--- src/sv/cvrb_pkg.sv ---
// cvrb_pkg: shared types and constants for the 3x3 replicate-border convolution.
// No dependencies.
package cvrb_pkg;
  localparam int MaxWidth  = 2048;
  localparam int AddrW     = $clog2(MaxWidth);
  localparam int PixW      = 16;
  localparam int MaskW     = 8;
  localparam int EntryW    = PixW + MaskW;
  localparam int RowW      = 16;
  localparam int ColW      = 11;
  localparam int TapW      = 16;
  localparam int ResW      = 44;
  localparam int CfgIdxW   = 3;
  localparam int CfgDataW  = 48;

  localparam logic [CfgIdxW-1:0] CfgWidth  = 3'd0;
  localparam logic [CfgIdxW-1:0] CfgHeight = 3'd1;
  localparam logic [CfgIdxW-1:0] CfgTaps0  = 3'd2;
  localparam logic [CfgIdxW-1:0] CfgTaps1  = 3'd3;
  localparam logic [CfgIdxW-1:0] CfgTaps2  = 3'd4;

  localparam logic ActPixel = 1'b0;
  localparam logic ActFlush = 1'b1;

  typedef struct packed {
    logic [8:0][PixW-1:0] pix;
    logic [MaskW-1:0]     mask;
    logic [RowW-1:0]      row;
    logic [ColW-1:0]      col;
    logic                 fin;
  } job_t;
endpackage

--- src/sv/cvrb_queue.sv ---
// cvrb_queue: two-entry queue of classified windows between front and back.
// Depends on cvrb_pkg.
module cvrb_queue
  import cvrb_pkg::*;
(
  input  logic clk_i,
  input  logic rst_ni,
  input  logic wr_i,
  input  job_t wr_data_i,
  output logic full_o,
  input  logic rd_i,
  output job_t rd_data_o,
  output logic empty_o
);
  job_t       mem_q [2];
  logic       wp_q, rp_q;
  logic [1:0] cnt_q;

  assign full_o    = cnt_q == 2'd2;
  assign empty_o   = cnt_q == 2'd0;
  assign rd_data_o = mem_q[rp_q];

  always_ff @(posedge clk_i or negedge rst_ni) begin
    if (!rst_ni) begin
      wp_q  <= 1'b0;
      rp_q  <= 1'b0;
      cnt_q <= 2'd0;
    end else begin
      if (wr_i) wp_q <= ~wp_q;
      if (rd_i) rp_q <= ~rp_q;
      cnt_q <= cnt_q + {1'b0, wr_i} - {1'b0, rd_i};
    end
  end

  always_ff @(posedge clk_i) begin
    if (wr_i) mem_q[wp_q] <= wr_data_i;
  end
endmodule

--- config.mk ---
export PLATFORM = sky130hd
export DESIGN_NAME = cvrb_queue
export DESIGN_NICKNAME = d
export VERILOG_FILES = /design/src/sv/cvrb_pkg.sv /design/src/sv/cvrb_queue.sv
export SDC_FILE = /design/constraint.sdc
export NUM_CORES = 1
export LEC_CHECK = 0
export BUFFER_PORTS_ARGS = -buffer_cell sky130_fd_sc_hd__buf_4
export CAP_MARGIN = 20
export CORE_UTILIZATION = 56
export CTS_CLUSTER_DIAMETER = 40
export CTS_CLUSTER_SIZE = 14
export DETAILED_ROUTE_END_ITERATION = 8
export PLACE_DENSITY = 0.82
export SYNTH_ARGS = -nofsm -noshare
export SYNTH_HDL_FRONTEND = slang
export SYNTH_SLANG_ARGS = --single-unit
--- constraint.sdc ---
create_clock -name clk_i -period 13.6 [get_ports clk_i]
set_clock_uncertainty 0.05 [all_clocks]
set_input_delay 2.72 -clock clk_i [delete_from_list [all_inputs] [get_ports clk_i]]
set_output_delay 2.72 -clock clk_i [all_outputs]
set_load 0.05 [all_outputs]
Word-level counts from Yosys, hierarchy flattened
Memories as Yosys holds them, arrays and structs flattened. Cells that the tools add are included.

Register bits: 4. RAM bits: 360. Bits of input ports: 184. Output and inout bits: 182. Memories: 1.

$add $sub $neg: 2. Eq/ne operators: 1. Muxes and demuxes: 2. Bitwise gates (word level): 2. Reduce and logical (&&, ||, !) cells: 1.

Memory list: mem_q (words 2, width 180, rd ports 1, clocked after memory_dff 0, write ports 1, line cvrb_queue.sv:15) `job_t mem_q [2];`.

Operators by type and width (count): 2-bit by 1-bit adder with 2-bit output (1); 2-bit == test, second input constant (1); 2-bit zero test (1); 1-bit two-way mux (2); 1-bit inverter (2); 2-bit by 1-bit subtractor with 2-bit output (1).

Longest topological paths before layout
Depth in word-level cells: 2. Depth in mapped cells: 5. Depth with buffers taken out: 5.

Worst setup path before layout
OpenSTA, ideal clock, no wires.

Path type: input-to-reg. Start: input port wr_i. End: memory mem_q[0][0] (netlist name), enable pin. Library setup time: 0.744 ns. Arrival time: 10.489 ns. Path slack: 2.316 ns. Stages on the path: 1. Path buffers: 0. Cell sequence: nor2b_1.

Word-level cells in the longest chain between the ends: 2.

Ends and longest elaborated chain: start: declaration (line cvrb_queue.sv:8) `input logic wr_i,`; 1-bit two-way mux (line cvrb_queue.sv:36) `if (wr_i) mem_q[wp_q] <= wr_data_i;`; 1-bit two-way mux (not written as such) (line cvrb_queue.sv:36); end: declaration (line cvrb_queue.sv:15).

No other way between the ends.

==> summary.txt <==
Floorplan
  – Die H: 157.5 µm
  – Die Wd: 157.5 µm
  – # rows: 56
  – Initial Util: 57.34%
  – IO Count: 366
  – Core ar.: 23,610 µm²
  – Die ar.: 24,800 µm²

GRT
  – Initial antenna violation count: 0
  – GRT Util Overall: 21.47%
  – Largest net degree at the start of global routing: 75
  – First-pass GRT wire length: 38.92 mm
  – Total gr overflow: 0
  – Number of global-route vias before repair: 7,126

Critical path
  – Crit-path max FO: 63
  – Worst Path Arrival: 4010 ps
  – Critical path required time: 10,830 ps
  – CP Class: reg2out
  – Slowest stage delay, CP: 990 ps
  – Critical Path Sink Type: output port
  – CP most frequent cell: buf_4
  – Slowest CP cell: buf_4
  – Crit path launch type: register
  – R2r worst-path depth: 2
  – Worst-path cell chain: buf_4 -> buf_4 -> mux2_4 -> buf_4

Detailed routing
  – Starting DRT DRC Count: 396
  – Routed via count: 6,822
  – Via density: 5.156
  – Post-Route WL: 27.52 mm
  – First drt pass iteration count: 4
  – Routed WL per cell: 20.80 µm
  – Antenna Nets Post-Route: 0
  – Drc violations: 0

Finish
  – Reg area: 10,910 µm²
  – Diode count: 0
  – Post-layout util: 76.41%
  – Finished Layout Cells: 1,323
  – Nets: 1,156
  – Layout cells sized above 1: 62.05%
  – Footprint of the multi-input gates: 2464 µm²
  – # fillers: 1,311
  – Area grow syn2layout: 33.25%

Pwr
  – Lkg Pwr: 7.072 nW
  – Peak VDD IR: 0.1781 mV
  – Pwr Total: 4.624 mW
  – PwrDens: 256.3 nW/µm²

Synthesis
  – Synth cell types: 13
  – Synth Warn #: 0
  – Syn Inst Count: 575
  – Net Count, Synth: 761
  – Register area share after synthesis: 80.58%
  – Post-synthesis register bit count: 364
  – Mapped cell area: 13,540 µm²
  – Mean Syn Cell Area: 23.55 µm²

Placement
  – RePlAce Congestion: 0.7838
  – Placed Instances: 1,245
  – HPWL after DPL: 18.05 mm
  – Port Buffers: 365
  – Placement Setup Slack: 7316 ps

STA
  – Slew Limit Fails: 0
  – Tcrit/Tclk final: 49.82%
  – Final TNS setup: 0 ps
  – Final setup violation count: 0
  – Final worst slack: 6824 ps
  – Slew @ Worst Pin: 1108 ps
  – Final hold vios: 0
  – Slew HR: 26.10%
  – Max Fclk: 147.6 MHz
  – Tmin final: 6776 ps
  – RSZ-0062 raised after global routing: no

Clock network
  – CTS Hold Bufs: 0
  – Root Driver: clkbuf_16
  – Clk sinks: 364
  – Clock buffer depth: 3
  – CTS clk-pin slew, worst paths: 60 ps
  – Htree depth: 2
  – Post-CTS Setup Bufs: 0
  – Clk_lat worst skew: 520 ps
  – Resize count post-CTS: 0
  – CTS tree: yes
  – TritonCTS Buffers: 42

Status
  – Outcome: finished, final reports clean

Hold path
  – Type of the most critical hold path: reg2reg
  – Cells on Worst Hold Path: 1

Flow run
  – Max Cap Viol: 0
-- per-stage QoR --
stage	hold slack, ps	cell area [µm²]
finish	528.6	18040
floorplan	405.5	13540
CTS	531.7	18040
global placement	477.5	16570
global route	564.9	18040
detailed placement	519.2	16570
-- cell usage after synthesis --
cell type	number	area, µm²
xor2_1	2	17.52
mux2_2	90	1013
dfrtp_1	4	100.1
nor2b_1	2	12.51
and2_1	1	6.260
xor3_1	1	23.77
ha_1	2	25.02
buf_6	11	123.9
buf_2	9	45.04
mux2_4	90	1351
edfxtp_1	360	10810
inv_1	2	7.510
nor2_1	1	3.750
-- state kept, by name, indices dropped and copies added (netlist names) --
signal  flops
mem_q     360
cnt_q       2
rp_q        1
wp_q        1
-- worst paths after layout --
path	startpoint	endpoint	slack, ps
min	wp_q	wp_q	530
min in group asynchronous	rst_ni	wp_q	1940
max in group asynchronous	rst_ni	rp_q	11440
max	rp_q	rd_data_o[113]	6820
max reg2reg	wp_q	mem_q[0][150]	10940
min reg2reg	wp_q	wp_q	530
-- layer usage --
metal	track usage, %	vias up	wire length, µm	share of wire (%)
met5	0	-	0	0
met4	9.293	0	918	3.3
met3	7.572	59	2706	9.8
met2	38.66	326	14430	52
met1	22.55	3343	9463	34
li1	-	3094	-	-
-- cell type report --
type                    instances  area share, %
repair buffers                371          15.44
clock buffers                  47          6.047
flip-flops and latches        364          60.49
inverters                       2        0.04161
multi-input cells             189          13.65
well taps                     319          2.212
clock inverters                31          2.115
-- critical path, delay by kind of cell (launching register included) --
kind     cells  cell delay [ps]
buf+inv      3             2090
flops        1              960
mux          1              360
-- power by group --
group,internal [mW],total (mW),leakage [nW],switching [mW]
clock network,0.707,1.16,0.706,0.449
logic,0.655,1.89,2.94,1.23
registers,1.49,1.58,3.42,0.0867
-- logic make-up after synthesis --
group / synth area share [%]
adder cells (fa/ha/maj): 0.1848
AND/OR/NAND/NOR: 0.1663
XOR/XNOR: 0.3049
buffers and inverters: 1.303
flip-flops: 80.58
multiplexers: 17.46
-- placed cells by master (no fill, tap or decap) --
cell type / count
inv_8: 2
nor2b_1: 1
dfrtp_4: 1
clkinv_2: 2
clkinvlp_4: 4
bufinv_16: 6
nor2b_4: 1
ha_1: 2
clkinv_8: 2
clkinv_1: 5
edfxtp_1: 360
clkbuf_1: 4
clkbuf_16: 43
xor3_1: 1
inv_6: 7
clkinv_4: 3
mux2_2: 90
and2_4: 1
nor2_1: 1
buf_4: 371
mux2_4: 90
xor2_1: 2
dfrtp_1: 3
inv_1: 2
(Power assumes the default switching activity.)
