[src/sv/cvrb_pkg.sv]
// cvrb_pkg: shared types and constants for the 3x3 replicate-border convolution.
// No dependencies.
package cvrb_pkg;
  localparam int MaxWidth  = 2048;
  localparam int AddrW     = $clog2(MaxWidth);
  localparam int PixW      = 16;
  localparam int MaskW     = 8;
  localparam int EntryW    = PixW + MaskW;
  localparam int RowW      = 16;
  localparam int ColW      = 11;
  localparam int TapW      = 16;
  localparam int ResW      = 44;
  localparam int CfgIdxW   = 3;
  localparam int CfgDataW  = 48;

  localparam logic [CfgIdxW-1:0] CfgWidth  = 3'd0;
  localparam logic [CfgIdxW-1:0] CfgHeight = 3'd1;
  localparam logic [CfgIdxW-1:0] CfgTaps0  = 3'd2;
  localparam logic [CfgIdxW-1:0] CfgTaps1  = 3'd3;
  localparam logic [CfgIdxW-1:0] CfgTaps2  = 3'd4;

  localparam logic ActPixel = 1'b0;
  localparam logic ActFlush = 1'b1;

  typedef struct packed {
    logic [8:0][PixW-1:0] pix;
    logic [MaskW-1:0]     mask;
    logic [RowW-1:0]      row;
    logic [ColW-1:0]      col;
    logic                 fin;
  } job_t;
endpackage

[src/sv/cvrb_back.sv]
// cvrb_back: multiply-accumulate over the nine taps with one shared multiplier,
// mask scaling and the result register. Depends on cvrb_pkg.
module cvrb_back
  import cvrb_pkg::*;
(
  input  logic                  clk_i,
  input  logic                  rst_ni,
  input  logic [9*TapW-1:0]     taps_i,
  input  job_t                  job_i,
  input  logic                  job_empty_i,
  output logic                  job_rd_o,
  output logic                  empty,
  input  logic                  pop,
  output logic signed [ResW-1:0] filtered_value_o,
  output logic [RowW-1:0]       out_row_o,
  output logic [ColW-1:0]       out_column_o,
  output logic                  frame_last_o
);
  typedef enum logic [2:0] {B_IDLE, B_MUL, B_ACC, B_MASK, B_OUT} state_e;
  state_e state_q;

  job_t               job_q;
  logic [3:0]         k_q;
  logic signed [32:0] prod_q;
  logic signed [36:0] acc_q;
  logic signed [45:0] res_q;
  logic               out_v_q;
  logic [3:0]         tidx;
  logic signed [TapW-1:0] tap;

  assign tidx     = 4'd8 - k_q;
  assign tap      = taps_i[tidx*TapW +: TapW];
  assign job_rd_o = (state_q == B_IDLE) && !job_empty_i;
  assign empty    = !out_v_q;

  always_ff @(posedge clk_i or negedge rst_ni) begin
    if (!rst_ni) begin
      state_q <= B_IDLE;
      out_v_q <= 1'b0;
      k_q     <= '0;
    end else begin
      if (state_q == B_OUT && (!out_v_q || pop)) out_v_q <= 1'b1;
      else if (pop && out_v_q) out_v_q <= 1'b0;
      case (state_q)
        B_IDLE: begin
          if (!job_empty_i) begin
            job_q   <= job_i;
            k_q     <= '0;
            acc_q   <= '0;
            state_q <= B_MUL;
          end
        end
        B_MUL: begin
          prod_q  <= $signed({1'b0, job_q.pix[k_q]}) * tap;
          state_q <= B_ACC;
        end
        B_ACC: begin
          acc_q <= acc_q + 37'(prod_q);
          if (k_q == 4'd8) begin
            state_q <= B_MASK;
          end else begin
            k_q     <= k_q + 4'd1;
            state_q <= B_MUL;
          end
        end
        B_MASK: begin
          res_q   <= acc_q * $signed({1'b0, job_q.mask});
          state_q <= B_OUT;
        end
        B_OUT: begin
          if (!out_v_q || pop) begin
            filtered_value_o <= res_q[ResW-1:0];
            out_row_o        <= job_q.row;
            out_column_o     <= job_q.col;
            frame_last_o     <= job_q.fin;
            state_q          <= B_IDLE;
          end
        end
        default: state_q <= B_IDLE;
      endcase
    end
  end
endmodule

[config.mk]
export PLATFORM = sky130hd
export DESIGN_NAME = cvrb_back
export DESIGN_NICKNAME = d
export VERILOG_FILES = /design/src/sv/cvrb_pkg.sv /design/src/sv/cvrb_back.sv
export SDC_FILE = /design/constraint.sdc
export NUM_CORES = 2
export LEC_CHECK = 0
export BUFFER_PORTS_ARGS = -buffer_cell sky130_fd_sc_hd__buf_4
export CORE_UTILIZATION = 55
export CTS_CLUSTER_SIZE = 16
export DETAILED_ROUTE_END_ITERATION = 10
export PLACE_DENSITY = 0.76
export RECOVER_POWER = 100
export SLEW_MARGIN = 5
export SYNTH_ARGS = -nofsm -noshare
export SYNTH_HDL_FRONTEND = slang
export SYNTH_SLANG_ARGS = --single-unit
[constraint.sdc]
create_clock -name clk_i -period 17.5 [get_ports clk_i]
set_input_delay 0.875 -clock clk_i [delete_from_list [all_inputs] [get_ports clk_i]]
set_output_delay 0.875 -clock clk_i [all_outputs]
set_load 0.1 [all_outputs]
# Word level (Yosys, flattened, before mapping)
# Cells that the tools add are included.
# classes
n_reduce_logical	16
bitwise	1
mux	13
n_eq_ne	8
shifts	1
magnitude_cmp	1
mul	2
n_addsub	3
# ops
op	n
indexed part select 144 x 9 -> 16 bit	1
case mux 37 bit (2 select lines)	1
binary-select mux 16 bit (select 4 bit)	1
multiplier 37 x 9 -> 44 bit	1
adder 37 x 33 -> 37 bit	1
two-way mux 37 bit	1
multiplier 17 x 16 -> 33 bit	1
two-way mux 16 bit	1
case mux 3 bit (5 select lines)	1
AND reduction 3 bit	4
two-way mux 4 bit	2
case mux 4 bit (2 select lines)	1
== test 3 x 2 -> 1 bit (second input constant)	2
two-way mux 3 bit	2
AND reduction 2 bit	3
less-than comparator 4 x 5 -> 1 bit (second input constant)	1
adder 4 x 1 -> 4 bit (second input constant)	1
== test 4 bit (second input constant)	1
!= test 2 bit (second input constant)	2
nonzero test 2 bit	2
subtractor 4 bit (first input constant)	1
== test 3 x 1 -> 1 bit (second input constant)	1
== test 3 bit (second input constant)	1
logical AND 1 bit	3
other kinds (7)	9
# word_totals
register_bits	374
wordCells	68

# Longest topological paths before layout
# logic_depth
word_depth	4
depth_mapped	36

# Worst setup path after synthesis
# OpenSTA, ideal clock, no wires.
# synth_path
path_kind	input -> register
startpoint	input port job_empty_i
endpoint	register job_q[0] in the netlist's numbering (enable)
path_stages	2
t_required_ns	16.942
path_slack_ns	8.692
t_arrival_ns	8.249
path_buffers	0
cell_sequence	nor4_1 and2_1
# synth_between
elab_chain_cells	2
# synth_lines
element	line_no	rtl
start, declared	cvrb_back.sv:10	input logic job_empty_i,
inverter 1 bit (no line)	--	
AND reduction 3 bit (no line)	--	
end signal, assigned	cvrb_back.sv:47	job_q <= job_i;
end, declared	cvrb_back.sv:22	job_t job_q;
# Every way passes these cells.
# A chain may end at the register's enable or synchronous reset.

# Worst setup path in the final report
# layout_path
startpoint	register k_q[1]
endpoint	register prod_q[32], data pin
# layout_between
elab_chain_cells	3
elab_cells_between_ends	5
# layout_lines
element	line_no	rtl
start, declared	cvrb_back.sv:23	logic [3:0] k_q;
start signal, assigned	cvrb_back.sv:62	k_q <= k_q + 4'd1;
subtractor 4 bit or binary-select mux 16 bit (select 4 bit) (tied branches)	cvrb_back.sv:31, cvrb_back.sv:54	
indexed part select 144 x 9 -> 16 bit or two-way mux 16 bit (tied branches)	cvrb_back.sv:32, cvrb_back.sv:54	
multiplier 17 x 16 -> 33 bit (*)	cvrb_back.sv:54	prod_q <= $signed({1'b0, job_q.pix[k_q]}) * tap;
end signal, assigned	cvrb_back.sv:54	
end, declared	cvrb_back.sv:24	logic signed [32:0] prod_q;
# Mark *: on every way between the ends. The rest lies on a longest branch, timed or not. The select of a mux whose other input is x is not followed.

==> impl_metrics.json <==
{
  "wire_per_inst_um": 18.3,
  "dr.pass1.iters": 7,
  "fin_crit_sh_pct": 65.6,
  "drc": 0,
  "path_max_fanout": 38,
  "drt-vias-per-instance": 5.40,
  "synth_top_area_share_pct": 32.1,
  "synth_warnings": 0,
  "final_common_cell": "inv_1",
  "ys_ff_latch": 374,
  "final_cell_mix": "inv_1 (537), fa_1 (418), edfxtp_1 (366)",
  "clock_sinks": 374,
  "status": "finished, violations left",
  "setup_viol": 0,
  "final.setup.tns_ns": 0,
  "htreeDepth": 2,
  "area_growth_syn_to_layout_pct": 14.4,
  "cts_root_buf": "clkbuf_16",
  "fin_nets": 4460,
  "grt_pass1_wl_mm": 129,
  "core_um2": 61600,
  "synth.avg_cell_area_um2": 11.1,
  "routabilityCongestion": 0.934,
  "dp_hpwl_mm": 63.5,
  "grt_pass1_vias": 24400,
  "cts_tree": "done",
  "violations": "capacitance limit, slew limit",
  "initial_core_util_pct": 55.5,
  "postSynth.asyncResetShare_pct": 2.14,
  "drive_above_1_share_pct": 14.3,
  "slowest_delay_ns": 1.47,
  "cp-start-kind": "flip-flop",
  "ys_seq_area_share_pct": 32.7,
  "rsz0062_at_grt": "no",
  "worstPathArrival_ns": 11.78,
  "finalHoldViolCount": 0,
  "track_usage_pct": 26.1,
  "clkSlewWorstSetupHoldPaths_ns": 0.07,
  "drtAntennaViolNets": 0,
  "netlist_area_um2": 34200,
  "crit_required_ns": 17.80,
  "cts_buffers": 42,
  "dieArea_um2": 63200,
  "setup_ws_ns": 6.03,
  "post_cts_buffers": 0,
  "synth_cells": 3089,
  "vias": 23500,
  "io_buffers": 401,
  "drv_slew": 465,
  "die_h_um": 251,
  "route.met2.wl_mm": 38.8,
  "synthDistinctLibCells": 78,
  "drt-total-wl_mm": 79.6,
  "nFillCells": 4861,
  "crit_top_cell": "fa_1",
  "dp_slack_ns": 7.91,
  "critPathSlowestCell": "dfrtp_1",
  "met1_length_mm": 32.0,
  "fp.dieW_um": 251,
  "grt_max_degree": 85,
  "top_layer_used": "met5",
  "synthFlopType": "edfxtp_1",
  "yosys-top-cells-area": "edfxtp_1 (32%), fa_1 (24%), ha_1 (9.0%), inv_1 (5.9%), mux4_2 (4.2%)",
  "hold_slack_ns": 0.280,
  "clkLatencyLatePin_ns": 0.58,
  "route.met3.wl_mm": 5.42,
  "overflow": 0,
  "cap_violations": 10,
  "end_kind": "flip-flop",
  "crit_type": "reg -> reg",
  "max_freq_mhz": 87.2,
  "synth_edf_count": 366,
  "antenna_found_initial": 6,
  "synth_nets": 4082,
  "ios": 402,
  "relSlewSlack_pct": -185,
  "fin_skew_ns": 0.0309,
  "num_rows": 91,
  "holdCritPathClass": "in -> async",
  "hold_buffers": 0,
  "drt-initial-drc-count": 1561,
  "synth_top_cell_by_area": "edfxtp_1",
  "clockBufferDepth": 3,
  "worstMarginPinSlew_ns": 4.27,
  "cts.repair.resized": 0,
  "fin_crit_ns": 11.47
}
## kinds of logic (layout without fill, tap and decap cells)
kind of cell    count (synthesis)  in the layout  share of synthesized area (%)
compound gates                352            352                           6.86
simple gates                  871            871                           12.3
mux                            98             98                           5.21
buf+inv                       641           1053                           7.13
other cells                     0              5                              0
xor+xnor                       88             88                           2.28
fa+ha+maj                     665            665                           33.5
flops                         374            374                           32.7
## layout make-up
type / instances / area (µm²) / share of cell area, %
sequential: 374 / 11200 / 28.6
timing repair buffer: 437 / 2930 / 7.49
antenna: 5 / 12.5 / 0.0320
clock inverter: 26 / 238 / 0.608
clock buffer: 52 / 1110 / 2.84
multi-input combinational: 2074 / 20600 / 52.6
inverter: 538 / 2020 / 5.16
tap: 837 / 1050 / 2.68
## worst max-delay path, delay by kind of cell (launching register included)
kind | cells | cell delay, ns
adder cells (fa/ha/maj) | 8 | 3.65
AND/OR/NAND/NOR | 5 | 2.14
flip-flops | 1 | 1.47
buffers and inverters | 7 | 2.35
XOR/XNOR | 2 | 0.22
AO/OA/AOI/OAI | 6 | 1.32
## cells in the mapped netlist, types with 16 or more instances
cell type  number
a21o_1         58
a21oi_1        95
a31oi_1        17
and2_1        207
buf_2          17
clkbuf_1       80
edfxtp_1      366
fa_1          418
ha_1          247
inv_1         537
mux2i_1        34
mux4_2         64
nand2_1       265
nand2b_1       35
nand3_1        28
nand4_1        16
nor2_1        221
nor2b_1        17
nor3_1         31
o21a_1         28
o21ai_0        52
or2_2          16
xnor2_1        54
xor2_1         33
## through the flow
step                cell area, µm²  utilization, %  std cells
global placement             38200            62.0       4260
detailed placement           38200            62.0       4260
finish                       39100            63.5       4343
CTS                          39500            64.1       4338
floorplan                    34200               -       3089
global route                 39100            63.5       4343
## routing by layer
layer	up-vias	track usage, %
li1	10900	-
met1	11500	32.6
met2	837	44.4
met3	164	5.21
met4	2	10.8
met5	-	0
## worst paths after layout
| kind | startpoint | end | slack (ns) | cells past startpoint |
|---|---|---|---|---|
| setup / recovery | k_q[1] | prod_q[32] | 6.03 | 28 |
| hold / removal | rst_ni | state_q[2] | 0.28 | 1 |
| setup reg to reg | k_q[1] | prod_q[32] | 6.03 | 28 |
| hold reg to reg | res_q[42] | filtered_value_o[42] | 0.41 | 0 |
| max in group asynchronous | rst_ni | k_q[0] | 16.75 | 1 |
| min in group clk_i | res_q[42] | filtered_value_o[42] | 0.41 | 0 |
## registers in the layout, indices dropped and copies added (netlist names)
signal / flops
frame_last_o: 1
prod_q: 33
k_q: 4
filtered_value_o: 44
out_row_o: 16
acc_q: 37
out_v_q: 1
out_column_o: 11
job_q: 180
res_q: 44
state_q: 3
Power is not shown: default switching activity piles up to over one toggle a cycle in this logic, so the estimate is an artifact.
